File: src/rtl/core/lfr_pkg.sv
// Shared types and constants of the LRU frame replacement block.
// Depends on nothing; the RTL files that use it refer to it by scoped names.
package lfr_pkg;

    localparam int NUM_FRAMES = 256;
    localparam int FRAME_W    = $clog2(NUM_FRAMES);
    localparam int CNT_W      = $clog2(NUM_FRAMES + 1);
    localparam int IDX_CHK_W  = 14;

    localparam logic CMD_REFERENCE = 1'b0;
    localparam logic CMD_EVICT     = 1'b1;

    typedef struct packed {
        logic       command;
        logic [7:0] frame_index;
    } lfr_in_t;

    typedef struct packed {
        logic [7:0] victim_frame;
        logic       victim_valid;
        logic       empty_error;
    } lfr_out_t;

    typedef struct packed {
        logic               wr_en;
        logic [FRAME_W-1:0] wr_addr;
        logic [FRAME_W-1:0] wr_data;
    } lfr_wr_t;

    typedef struct packed {
        logic [FRAME_W-1:0] rd_addr;
        lfr_wr_t            next_wr;
        lfr_wr_t            prev_wr;
    } lfr_link_req_t;

    typedef enum logic [2:0] {
        ST_IDLE,
        ST_EVICT_RD,
        ST_MOVE_HEAD,
        ST_UNLINK,
        ST_APPEND,
        ST_RESULT
    } lfr_state_t;

endpackage

File: src/rtl/core/lfr_ram.sv
// Generic single-write, single-read RAM with a registered read port.
// Depends on nothing.
module lfr_ram #(
    parameter int WIDTH = 8,
    parameter int DEPTH = 256
) (
    input  logic                     aclk,
    input  logic                     wr_en,
    input  logic [$clog2(DEPTH)-1:0] wr_addr,
    input  logic [WIDTH-1:0]         wr_data,
    input  logic [$clog2(DEPTH)-1:0] rd_addr,
    output logic [WIDTH-1:0]         rd_data
);

    logic [WIDTH-1:0] mem [DEPTH];
    logic [WIDTH-1:0] rd_data_reg;

    always_ff @(posedge aclk) begin
        if (wr_en) begin
            mem[wr_addr] <= wr_data;
        end
        rd_data_reg <= mem[rd_addr];
    end

    assign rd_data = rd_data_reg;

endmodule

File: src/rtl/core/lfr_ctrl.sv
// Sequencer of the LRU frame replacement block: head, tail, count, membership
// bits and the read-modify-write steps on the link RAMs. Depends on lfr_pkg.
module lfr_ctrl (
    input  logic                            aclk,
    input  logic                            aresetn,
    input  logic                            s_valid,
    output logic                            s_ready,
    input  lfr_pkg::lfr_in_t                s_payload,
    output lfr_pkg::lfr_link_req_t          link_req,
    input  logic [lfr_pkg::FRAME_W-1:0]     next_rdata,
    input  logic [lfr_pkg::FRAME_W-1:0]     prev_rdata,
    output logic                            res_valid,
    input  logic                            res_ready,
    output lfr_pkg::lfr_out_t               res
);

    lfr_pkg::lfr_state_t state_reg, state_next;

    logic [lfr_pkg::FRAME_W-1:0]    head_reg, head_next;
    logic [lfr_pkg::FRAME_W-1:0]    tail_reg, tail_next;
    logic [lfr_pkg::CNT_W-1:0]      count_reg, count_next;
    logic [lfr_pkg::NUM_FRAMES-1:0] in_list_reg, in_list_next;
    logic [lfr_pkg::FRAME_W-1:0]    frame_reg, frame_next;
    lfr_pkg::lfr_out_t              res_reg, res_next;

    logic [lfr_pkg::FRAME_W-1:0] acc_frame;
    logic                        in_range;
    logic                        hit;
    logic                        count_zero;
    logic                        count_one;

    assign acc_frame  = lfr_pkg::FRAME_W'(s_payload.frame_index);
    assign in_range   = lfr_pkg::IDX_CHK_W'(s_payload.frame_index)
                        < lfr_pkg::IDX_CHK_W'(lfr_pkg::NUM_FRAMES);
    assign hit        = in_list_reg[acc_frame];
    assign count_zero = (count_reg == '0);
    assign count_one  = (count_reg == lfr_pkg::CNT_W'(1));

    // Next state.
    always_comb begin
        state_next = state_reg;
        case (state_reg)
            lfr_pkg::ST_IDLE: begin
                if (s_valid) begin
                    if (s_payload.command == lfr_pkg::CMD_EVICT) begin
                        if (count_zero || count_one) begin
                            state_next = lfr_pkg::ST_RESULT;
                        end else begin
                            state_next = lfr_pkg::ST_EVICT_RD;
                        end
                    end else if (!in_range || !hit || acc_frame == tail_reg) begin
                        state_next = lfr_pkg::ST_RESULT;
                    end else if (acc_frame == head_reg) begin
                        state_next = lfr_pkg::ST_MOVE_HEAD;
                    end else begin
                        state_next = lfr_pkg::ST_UNLINK;
                    end
                end
            end
            lfr_pkg::ST_EVICT_RD:  state_next = lfr_pkg::ST_RESULT;
            lfr_pkg::ST_MOVE_HEAD: state_next = lfr_pkg::ST_RESULT;
            lfr_pkg::ST_UNLINK:    state_next = lfr_pkg::ST_APPEND;
            lfr_pkg::ST_APPEND:    state_next = lfr_pkg::ST_RESULT;
            lfr_pkg::ST_RESULT: begin
                if (res_ready) begin
                    state_next = lfr_pkg::ST_IDLE;
                end
            end
            default: state_next = lfr_pkg::ST_IDLE;
        endcase
    end

    // Outputs, link RAM requests and register updates.
    always_comb begin
        head_next    = head_reg;
        tail_next    = tail_reg;
        count_next   = count_reg;
        in_list_next = in_list_reg;
        frame_next   = frame_reg;
        res_next     = res_reg;
        link_req     = '0;
        link_req.rd_addr = (s_payload.command == lfr_pkg::CMD_EVICT) ? head_reg : acc_frame;
        s_ready      = (state_reg == lfr_pkg::ST_IDLE);
        res_valid    = (state_reg == lfr_pkg::ST_RESULT);

        case (state_reg)
            lfr_pkg::ST_IDLE: begin
                if (s_valid) begin
                    frame_next = acc_frame;
                    res_next   = '0;
                    if (s_payload.command == lfr_pkg::CMD_EVICT) begin
                        if (count_zero) begin
                            res_next.empty_error = 1'b1;
                        end else begin
                            res_next.victim_frame = 8'(head_reg);
                            res_next.victim_valid = 1'b1;
                            if (count_one) begin
                                head_next              = '0;
                                tail_next              = '0;
                                in_list_next[head_reg] = 1'b0;
                                count_next             = count_reg - lfr_pkg::CNT_W'(1);
                            end
                        end
                    end else if (in_range && !hit) begin
                        // A new frame goes straight to the tail.
                        if (count_zero) begin
                            head_next = acc_frame;
                        end else begin
                            link_req.next_wr = '{wr_en: 1'b1, wr_addr: tail_reg,
                                                 wr_data: acc_frame};
                            link_req.prev_wr = '{wr_en: 1'b1, wr_addr: acc_frame,
                                                 wr_data: tail_reg};
                        end
                        tail_next               = acc_frame;
                        in_list_next[acc_frame] = 1'b1;
                        count_next              = count_reg + lfr_pkg::CNT_W'(1);
                    end
                end
            end
            lfr_pkg::ST_EVICT_RD: begin
                head_next              = next_rdata;
                in_list_next[head_reg] = 1'b0;
                count_next             = count_reg - lfr_pkg::CNT_W'(1);
            end
            lfr_pkg::ST_MOVE_HEAD: begin
                head_next        = next_rdata;
                link_req.next_wr = '{wr_en: 1'b1, wr_addr: tail_reg, wr_data: frame_reg};
                link_req.prev_wr = '{wr_en: 1'b1, wr_addr: frame_reg, wr_data: tail_reg};
                tail_next        = frame_reg;
            end
            lfr_pkg::ST_UNLINK: begin
                // Bridge the predecessor and successor of the moved frame.
                link_req.next_wr = '{wr_en: 1'b1, wr_addr: prev_rdata, wr_data: next_rdata};
                link_req.prev_wr = '{wr_en: 1'b1, wr_addr: next_rdata, wr_data: prev_rdata};
            end
            lfr_pkg::ST_APPEND: begin
                link_req.next_wr = '{wr_en: 1'b1, wr_addr: tail_reg, wr_data: frame_reg};
                link_req.prev_wr = '{wr_en: 1'b1, wr_addr: frame_reg, wr_data: tail_reg};
                tail_next        = frame_reg;
            end
            lfr_pkg::ST_RESULT: begin
            end
            default: begin
            end
        endcase
    end

    always_ff @(posedge aclk) begin
        if (!aresetn) begin
            state_reg   <= lfr_pkg::ST_IDLE;
            head_reg    <= '0;
            tail_reg    <= '0;
            count_reg   <= '0;
            in_list_reg <= '0;
        end else begin
            state_reg   <= state_next;
            head_reg    <= head_next;
            tail_reg    <= tail_next;
            count_reg   <= count_next;
            in_list_reg <= in_list_next;
        end
    end

    always_ff @(posedge aclk) begin
        frame_reg <= frame_next;
        res_reg   <= res_next;
    end

    assign res = res_reg;

endmodule

File: src/rtl/core/lru_frame_replacement.sv
// Exact LRU frame replacement: a doubly linked list of frames in two link RAMs.
// Depends on lfr_pkg, lfr_ram and lfr_ctrl.
//
// The s_ channel takes one command per transfer: a reference to a frame, which
// moves it to the most recently used end, or an eviction, which removes and
// reports the least recently used frame. Every command gives exactly one
// transfer on the m_ channel; references report all-zero fields, and an
// eviction on an empty list reports empty_error.
// An insert, a reference to the most recent frame, an out-of-range frame or an
// eviction from a list of at most one frame goes straight to ST_RESULT; any
// other eviction passes through ST_EVICT_RD, a move of the oldest frame through
// ST_MOVE_HEAD, and a move from the middle through ST_UNLINK and ST_APPEND.
// A new command is taken only once the last one has left ST_RESULT. The steps
// are set by the link RAMs: a move reads both links of the frame, then patches
// its neighbors, then appends it, and each link RAM has one write port.
// Reset clears the list at once; the link RAMs need no clearing, as links are
// only read for frames whose links were written when they joined the list.
// The result sits in an output register, so a stalled receiver does not block
// the next command; only a further result waits until that register is taken.
module lru_frame_replacement (
    input  logic               aclk,
    input  logic               aresetn,
    input  logic               s_valid,
    output logic               s_ready,
    input  lfr_pkg::lfr_in_t   s_payload,
    output logic               m_valid,
    input  logic               m_ready,
    output lfr_pkg::lfr_out_t  m_payload
);

    lfr_pkg::lfr_link_req_t          link_req;
    logic [lfr_pkg::FRAME_W-1:0]     next_rdata;
    logic [lfr_pkg::FRAME_W-1:0]     prev_rdata;
    logic                            res_valid;
    logic                            res_ready;
    lfr_pkg::lfr_out_t               res;

    logic                            m_valid_reg;
    lfr_pkg::lfr_out_t               m_payload_reg;

    // The sequencer owns the list order; the RAMs hold the successor and
    // predecessor of every listed frame.
    lfr_ctrl u_ctrl (
        .aclk       (aclk),
        .aresetn    (aresetn),
        .s_valid    (s_valid),
        .s_ready    (s_ready),
        .s_payload  (s_payload),
        .link_req   (link_req),
        .next_rdata (next_rdata),
        .prev_rdata (prev_rdata),
        .res_valid  (res_valid),
        .res_ready  (res_ready),
        .res        (res)
    );

    lfr_ram #(
        .WIDTH (lfr_pkg::FRAME_W),
        .DEPTH (lfr_pkg::NUM_FRAMES)
    ) u_next_ram (
        .aclk    (aclk),
        .wr_en   (link_req.next_wr.wr_en),
        .wr_addr (link_req.next_wr.wr_addr),
        .wr_data (link_req.next_wr.wr_data),
        .rd_addr (link_req.rd_addr),
        .rd_data (next_rdata)
    );

    lfr_ram #(
        .WIDTH (lfr_pkg::FRAME_W),
        .DEPTH (lfr_pkg::NUM_FRAMES)
    ) u_prev_ram (
        .aclk    (aclk),
        .wr_en   (link_req.prev_wr.wr_en),
        .wr_addr (link_req.prev_wr.wr_addr),
        .wr_data (link_req.prev_wr.wr_data),
        .rd_addr (link_req.rd_addr),
        .rd_data (prev_rdata)
    );

    // The output register is free when empty or when its transfer completes.
    assign res_ready = !m_valid_reg || m_ready;

    always_ff @(posedge aclk) begin
        if (!aresetn) begin
            m_valid_reg <= 1'b0;
        end else if (res_ready) begin
            m_valid_reg <= res_valid;
        end
    end

    always_ff @(posedge aclk) begin
        if (res_ready && res_valid) begin
            m_payload_reg <= res;
        end
    end

    assign m_valid   = m_valid_reg;
    assign m_payload = m_payload_reg;

endmodule

File: config.mk
export PLATFORM = sky130hd
export DESIGN_NAME = lru_frame_replacement
export DESIGN_NICKNAME = d
export VERILOG_FILES = /design/src/rtl/core/lfr_pkg.sv /design/src/rtl/core/lfr_ram.sv /design/src/rtl/core/lfr_ctrl.sv /design/src/rtl/core/lru_frame_replacement.sv
export SDC_FILE = /design/constraint.sdc
export NUM_CORES = 2
export LEC_CHECK = 0
export BUFFER_PORTS_ARGS = -buffer_cell sky130_fd_sc_hd__buf_4
export CAP_MARGIN = 10
export CORE_MARGIN = 3
export CORE_UTILIZATION = 40
export CTS_BUF_LIST = sky130_fd_sc_hd__clkbuf_8
export CTS_CLUSTER_SIZE = 16
export DETAILED_ROUTE_END_ITERATION = 6
export GPL_TIMING_DRIVEN = 0
export SYNTH_ARGS = -nofsm -noshare
export SYNTH_HDL_FRONTEND = slang
export SYNTH_HIERARCHICAL = 1
export SYNTH_SLANG_ARGS = --single-unit
File: constraint.sdc
create_clock -name aclk -period 9.5 [get_ports aclk]
set_input_delay 1.9 -clock aclk [delete_from_list [all_inputs] [get_ports aclk]]
set_output_delay 1.9 -clock aclk [all_outputs]
set_load 0.03 [all_outputs]
Word level (Yosys, flattened, before mapping)
Memory sizes are Yosys's and may differ from the RTL's. A register that Yosys moved wholly into a read port is not among the register bits. Index checks and enable logic that the tools add are counted.

Memory bits (writable): 4096. Output and inout bits: 12. Register bits: 313. Memories kept: 2. Logic and storage cells: 109. Bits of input ports: 13.

Bitwise gates (word level): 4. $add $sub $neg: 2. Equality and inequality tests: 14. $lt $le $gt $ge: 4. Multiplexer cells: 48. Reductions and logical operators: 22.

Memories: u_next_ram.mem (depth 256, width 8, rd ports 1, clocked after Yosys merged registers in 1, write ports 1, line lfr_ram.sv:15) `logic [WIDTH-1:0] mem [DEPTH];`; u_prev_ram.mem (depth 256, width 8, rd ports 1, clocked after Yosys merged registers in 1, write ports 1, line lfr_ram.sv:15).

Operator list (count): $mux 256 (5); $pmux 256 s2 (1); $and 256x256->256 (1); $not 256->256 (1); $or 256x256->256 (1); $mux 34 (4); $pmux 34 s3 (1); $mux 8 (10); $mux 9 (5); $pmux 8 s2 (2); $lt 8x9->1 const B (2); $pmux 9 s2 (1); $demux 1 s8 (2); $eq 8x8->1 (2); $ge 8x1->1 const B (2); $mux 3 (5); $pmux 3 s4 (1); $mux 1 (10); $reduce_and 5->1 (2); $add 9x1->9 const B (1); $eq 9x1->1 const B (1); $logic_not 9->1 (1); $sub 9x1->9 const B (1); $bmux 1 s8 (1); other kinds (18) (31).

Depth between registers and ports, before layout
Depth after elaboration: 11. Gate-level depth with buffers: 21. Depth with buffers taken out: 13.

Cells and area by module
The synthesis kept the hierarchy.

Modules (own cells, without submodules): lfr_ram (area an instance 79556.3 um2, cells an instance 3733, times used 2); lfr_ctrl (area an instance 15222.1 um2, cells an instance 1697, times used 1); lru_frame_replacement (area an instance 357.8 um2, cells an instance 15, times used 1).

Worst setup path after synthesis
No wires, ideal clock.

Path kind: input -> register. Start point: input port s_payload[0] in the netlist's numbering. End point: memory u_next_ram.mem[235][0] (enable). Data arrival time: 9.244 ns. Path slack: -0.115 ns. Library setup time: 0.370 ns. Stages on the path: 16. Path buffers: 6. Cells stage by stage: buf_4 -> buf_6 -> mux4_2 -> mux4_2 -> o211ai_2 -> o211ai_2 -> o21a_1 -> o31ai_4 -> a22o_1 -> buf_4 -> clkbuf_1 -> nor2b_1 -> clkbuf_1 -> nand4_1 -> clkbuf_1 -> nor2_1.

RTL lines: start, declared (line lru_frame_replacement.sv:25) `input lfr_pkg::lfr_in_t s_payload,`; end, declared (line lfr_ram.sv:15).

==> results.yml <==
run_status:
  status: "finished, violations left"
  violations: "DRC, capacitance limit"
clocking:
  cts_sinks: 4425
  htree_levels: 6
  tritoncts: "yes"
  post_cts_buffers: 0
  cts.clk_slew.worst_paths_ns: 0.06
  cts_buffer_depth: 4
  cts_root_buf: "clkbuf_8"
  cts_resized: 0
  cts_made_buffers: 700
  holdBufCountCts: 0
  clock_latency_ns: 1.28
synth:
  synth_area_um2: 174700
  synthArstFlopShare: 0
  yosys.cell_types.count: 82
  syn_nets: 9195
  synth_edf_count: 4124
  yosys-top-cells-area: "edfxtp_1, mux4_2, dfxtp_1"
  synth_seq_cells: 4425
  synth_top_cell_area_share: 0.7089
  synth_flop_cell: "edfxtp_1"
  avgSynthCellArea_um2: 19.03
  synthCells: 9178
  yosysTopAreaCell: "edfxtp_1"
  yosysSeqAreaShare: 0.7434
  yosys_warnings: 6
place:
  dpl-instance-area_um2: 183400
  gp_congestion: 0.9623
  portBuffers: 24
  hpwl_mm: 384.0
  dp_cells: 15000
  preCtsSetupSlack_ns: -0.8630
detailed_routing:
  wl_per_cell_um: 34.93
  drt-total-wl_mm: 569.2
  vias_per_cell: 6.234
  via_count: 101600
  first_pass_iters: 7
  drt-initial-drc-count: 15600
  drc_errors: 1
  antenna_left: 0
layout:
  area_growth_pct: 12.46
  nets: 9994
  design_area_um2: 196500
  fin_util: 0.4518
  drive_above_1_share: 0.2152
  n_fill_cell: 37000
  fin_cells: 16290
timing:
  skew_ns: 0.1122
  min_period_ns: 9.447
  worst_slew_pin_slew_ns: 1.491
  relSlewSlack: 0.005780
  finalSetupViolations: 0
  hold_violations: 0
  fmax_ghz: 0.1059
  rsz0062_at_grt: "no"
  setup_ws_ns: 0.05280
  drv_slew: 0
  period_share: 0.9944
setup_path:
  path_class: "input pin to register"
  slowest_delay_ns: 0.89
  arrival_ns: 10.30
  crit_path_cell_trace: "buf_4 > buf_2 > nor2b_1 > clkbuf_1 > a22oi_1 > a21oi_1 > a2111oi_0 > a21oi_1 > o31ai_2 > o21a_1 > o31ai_4 > a22o_4 > buf_16 > buf_4 > clkbuf_1 > nand4_1 > inv_1 > nand2_1 > clkbuf_2 > nor2_1"
  required_ns: 10.35
  cp_num_buf_inv: 8
  endpoint_kind: "register"
  cp_top_family: "buffers and inverters"
  startpoint_type: "input pin"
  slowest_stage: "nor2_1"
  cp_max_fo: 86
global_route:
  grt_pass1_vias: 100200
  grt_pass1_wl_mm: 779.4
  grt_antenna_before_repair: 30
  grt_usage: 0.2500
  grt_max_degree: 151
  grt_overflow: 0
power_and_ir_drop:
  pwr-share-seq: 0.485
  comb_power_share: 0.188
  ir_worst_vdd_mv: 0.1605
  swShare: 0.3002
  p_int_w: 0.03217
  p_sw_w: 0.01380
  clockPowerShare: 0.327
  p_leak_nw: 61.77
  p_per_area_nw_per_um2: 234.0
floorplan:
  core_area_um2: 434800
  num_rows: 242
  die_w_um: 666.9
  die_h_um: 666.9
  dieArea_um2: 444700
  num_io_pins: 25
  initial_core_util: 0.4018
worst_hold_path:
  min_path_type: "register to register"
flow_run:
  drv_cap: 1
==> cell usage after synthesis, types with 28 or more instances <==
master and instances:
a211oi_1 32, a21oi_1 206, a221oi_1 32, a22o_1 35
a22oi_1 308, buf_1 52, buf_2 98, buf_4 74
buf_6 52, clkbuf_1 324, dfxtp_1 301, edfxtp_1 4124
mux2i_1 376, mux4_2 926, nand2_1 243, nand2b_1 29
nand3_1 97, nand4_1 28, nor2_1 612, nor2b_1 79
nor3_1 71, nor4_1 53, o211ai_1 227, o21ai_0 35
o21ai_1 245, o221ai_1 108, o22ai_1 65, o311ai_0 45
==> kinds of logic after synthesis <==
family,share of synthesized area
flops,0.7434
xor+xnor,0.0009526
mux,0.1418
fa+ha+maj,0.0002865
compound gates,0.05721
buf+inv,0.02231
simple gates,0.03401
==> metal layers <==
| metal | global-route usage | routed length (um) | up-vias |
|---|---|---|---|
| met4 | 0.1089 | 27450 | 10 |
| met3 | 0.07985 | 73730 | 1444 |
| met5 | 0 | 67 | - |
| met1 | 0.3301 | 210500 | 53210 |
| met2 | 0.3804 | 257500 | 7267 |
| li1 | - | - | 39640 |
==> worst paths after layout <==
kind	slack, ns	endpoint	cells after the start	from
setup / recovery	0.05	u_next_ram/mem[191][4]	20	s_payload[1]
hold / removal	0.41	m_payload[5]	0	u_ctrl/res[5]
setup reg to reg	1.30	u_next_ram/mem[191][4]	16	u_ctrl/state_reg[1]
hold reg to reg	0.41	m_payload[5]	0	u_ctrl/res[5]
==> stage by stage <==
step	hold WS, ns	power, W	setup TNS (ns)
after global routing	0.4388	0.04721	0
after floorplan	0.4003	0.02718	0
final	0.4149	0.04596	0
after global placement	0.4110	0.03093	-
after CTS	0.4172	0.04593	0
after detailed placement	0.4090	0.03105	-595.59
==> final cells by class <==
| cell class | instances | area (um^2) | share of cell area |
|---|---|---|---|
| multi-input combinational | 4080 | 41030 | 0.2089 |
| clock buffer | 712 | 9799 | 0.04988 |
| tap | 5734 | 7174 | 0.03652 |
| clock inverter | 544 | 2988 | 0.01521 |
| antenna | 29 | 72.57 | 0.0003694 |
| inverter | 29 | 108.9 | 0.0005541 |
| sequential | 4425 | 129900 | 0.6610 |
| buffer | 644 | 3896 | 0.01983 |
| timing repair buffer | 97 | 1528 | 0.007776 |
==> worst register-to-register path, stage by stage, from the launching register on <==
cell	delay (ns)
dfxtp_1	0.29
clkbuf_1	0.19
or3_1	0.39
clkbuf_1	0.24
inv_1	0.21
and2_1	0.89
nand2_1	0.36
o31ai_4	0.61
a22o_4	0.77
buf_16	0.39
buf_4	0.34
clkbuf_1	0.49
nand4_1	0.57
inv_1	0.18
nand2_1	0.34
clkbuf_2	0.67
nor2_1	0.89
==> power by group through the flow <==
stage	combinational, W	clock (W)	sequential [W]
after floorplan	0.00443	0	0.0227
after global placement	0.00802	0	0.0229
after detailed placement	0.00836	0	0.0227
after CTS	0.00838	0.0153	0.0223
final	0.00865	0.0150	0.0223
after global routing	0.00877	0.0161	0.0223
==> cell usage in the layout, fill, tap and decap left out, types with 97 or more instances in the layout <==
| master | instances |
|---|---|
| mux4_2 | 926 |
| mux2i_1 | 376 |
| clkbuf_1 | 294 |
| a22oi_1 | 308 |
| inv_1 | 227 |
| nor2_1 | 612 |
| edfxtp_1 | 4124 |
| buf_2 | 117 |
| o21ai_1 | 245 |
| clkbuf_8 | 712 |
| clkinv_1 | 200 |
| o221ai_1 | 108 |
| nand3_1 | 97 |
| o211ai_1 | 227 |
| dfxtp_1 | 301 |
| a21oi_1 | 206 |
| nand2_1 | 243 |
Note: power is estimated with default switching activity, not from simulation.
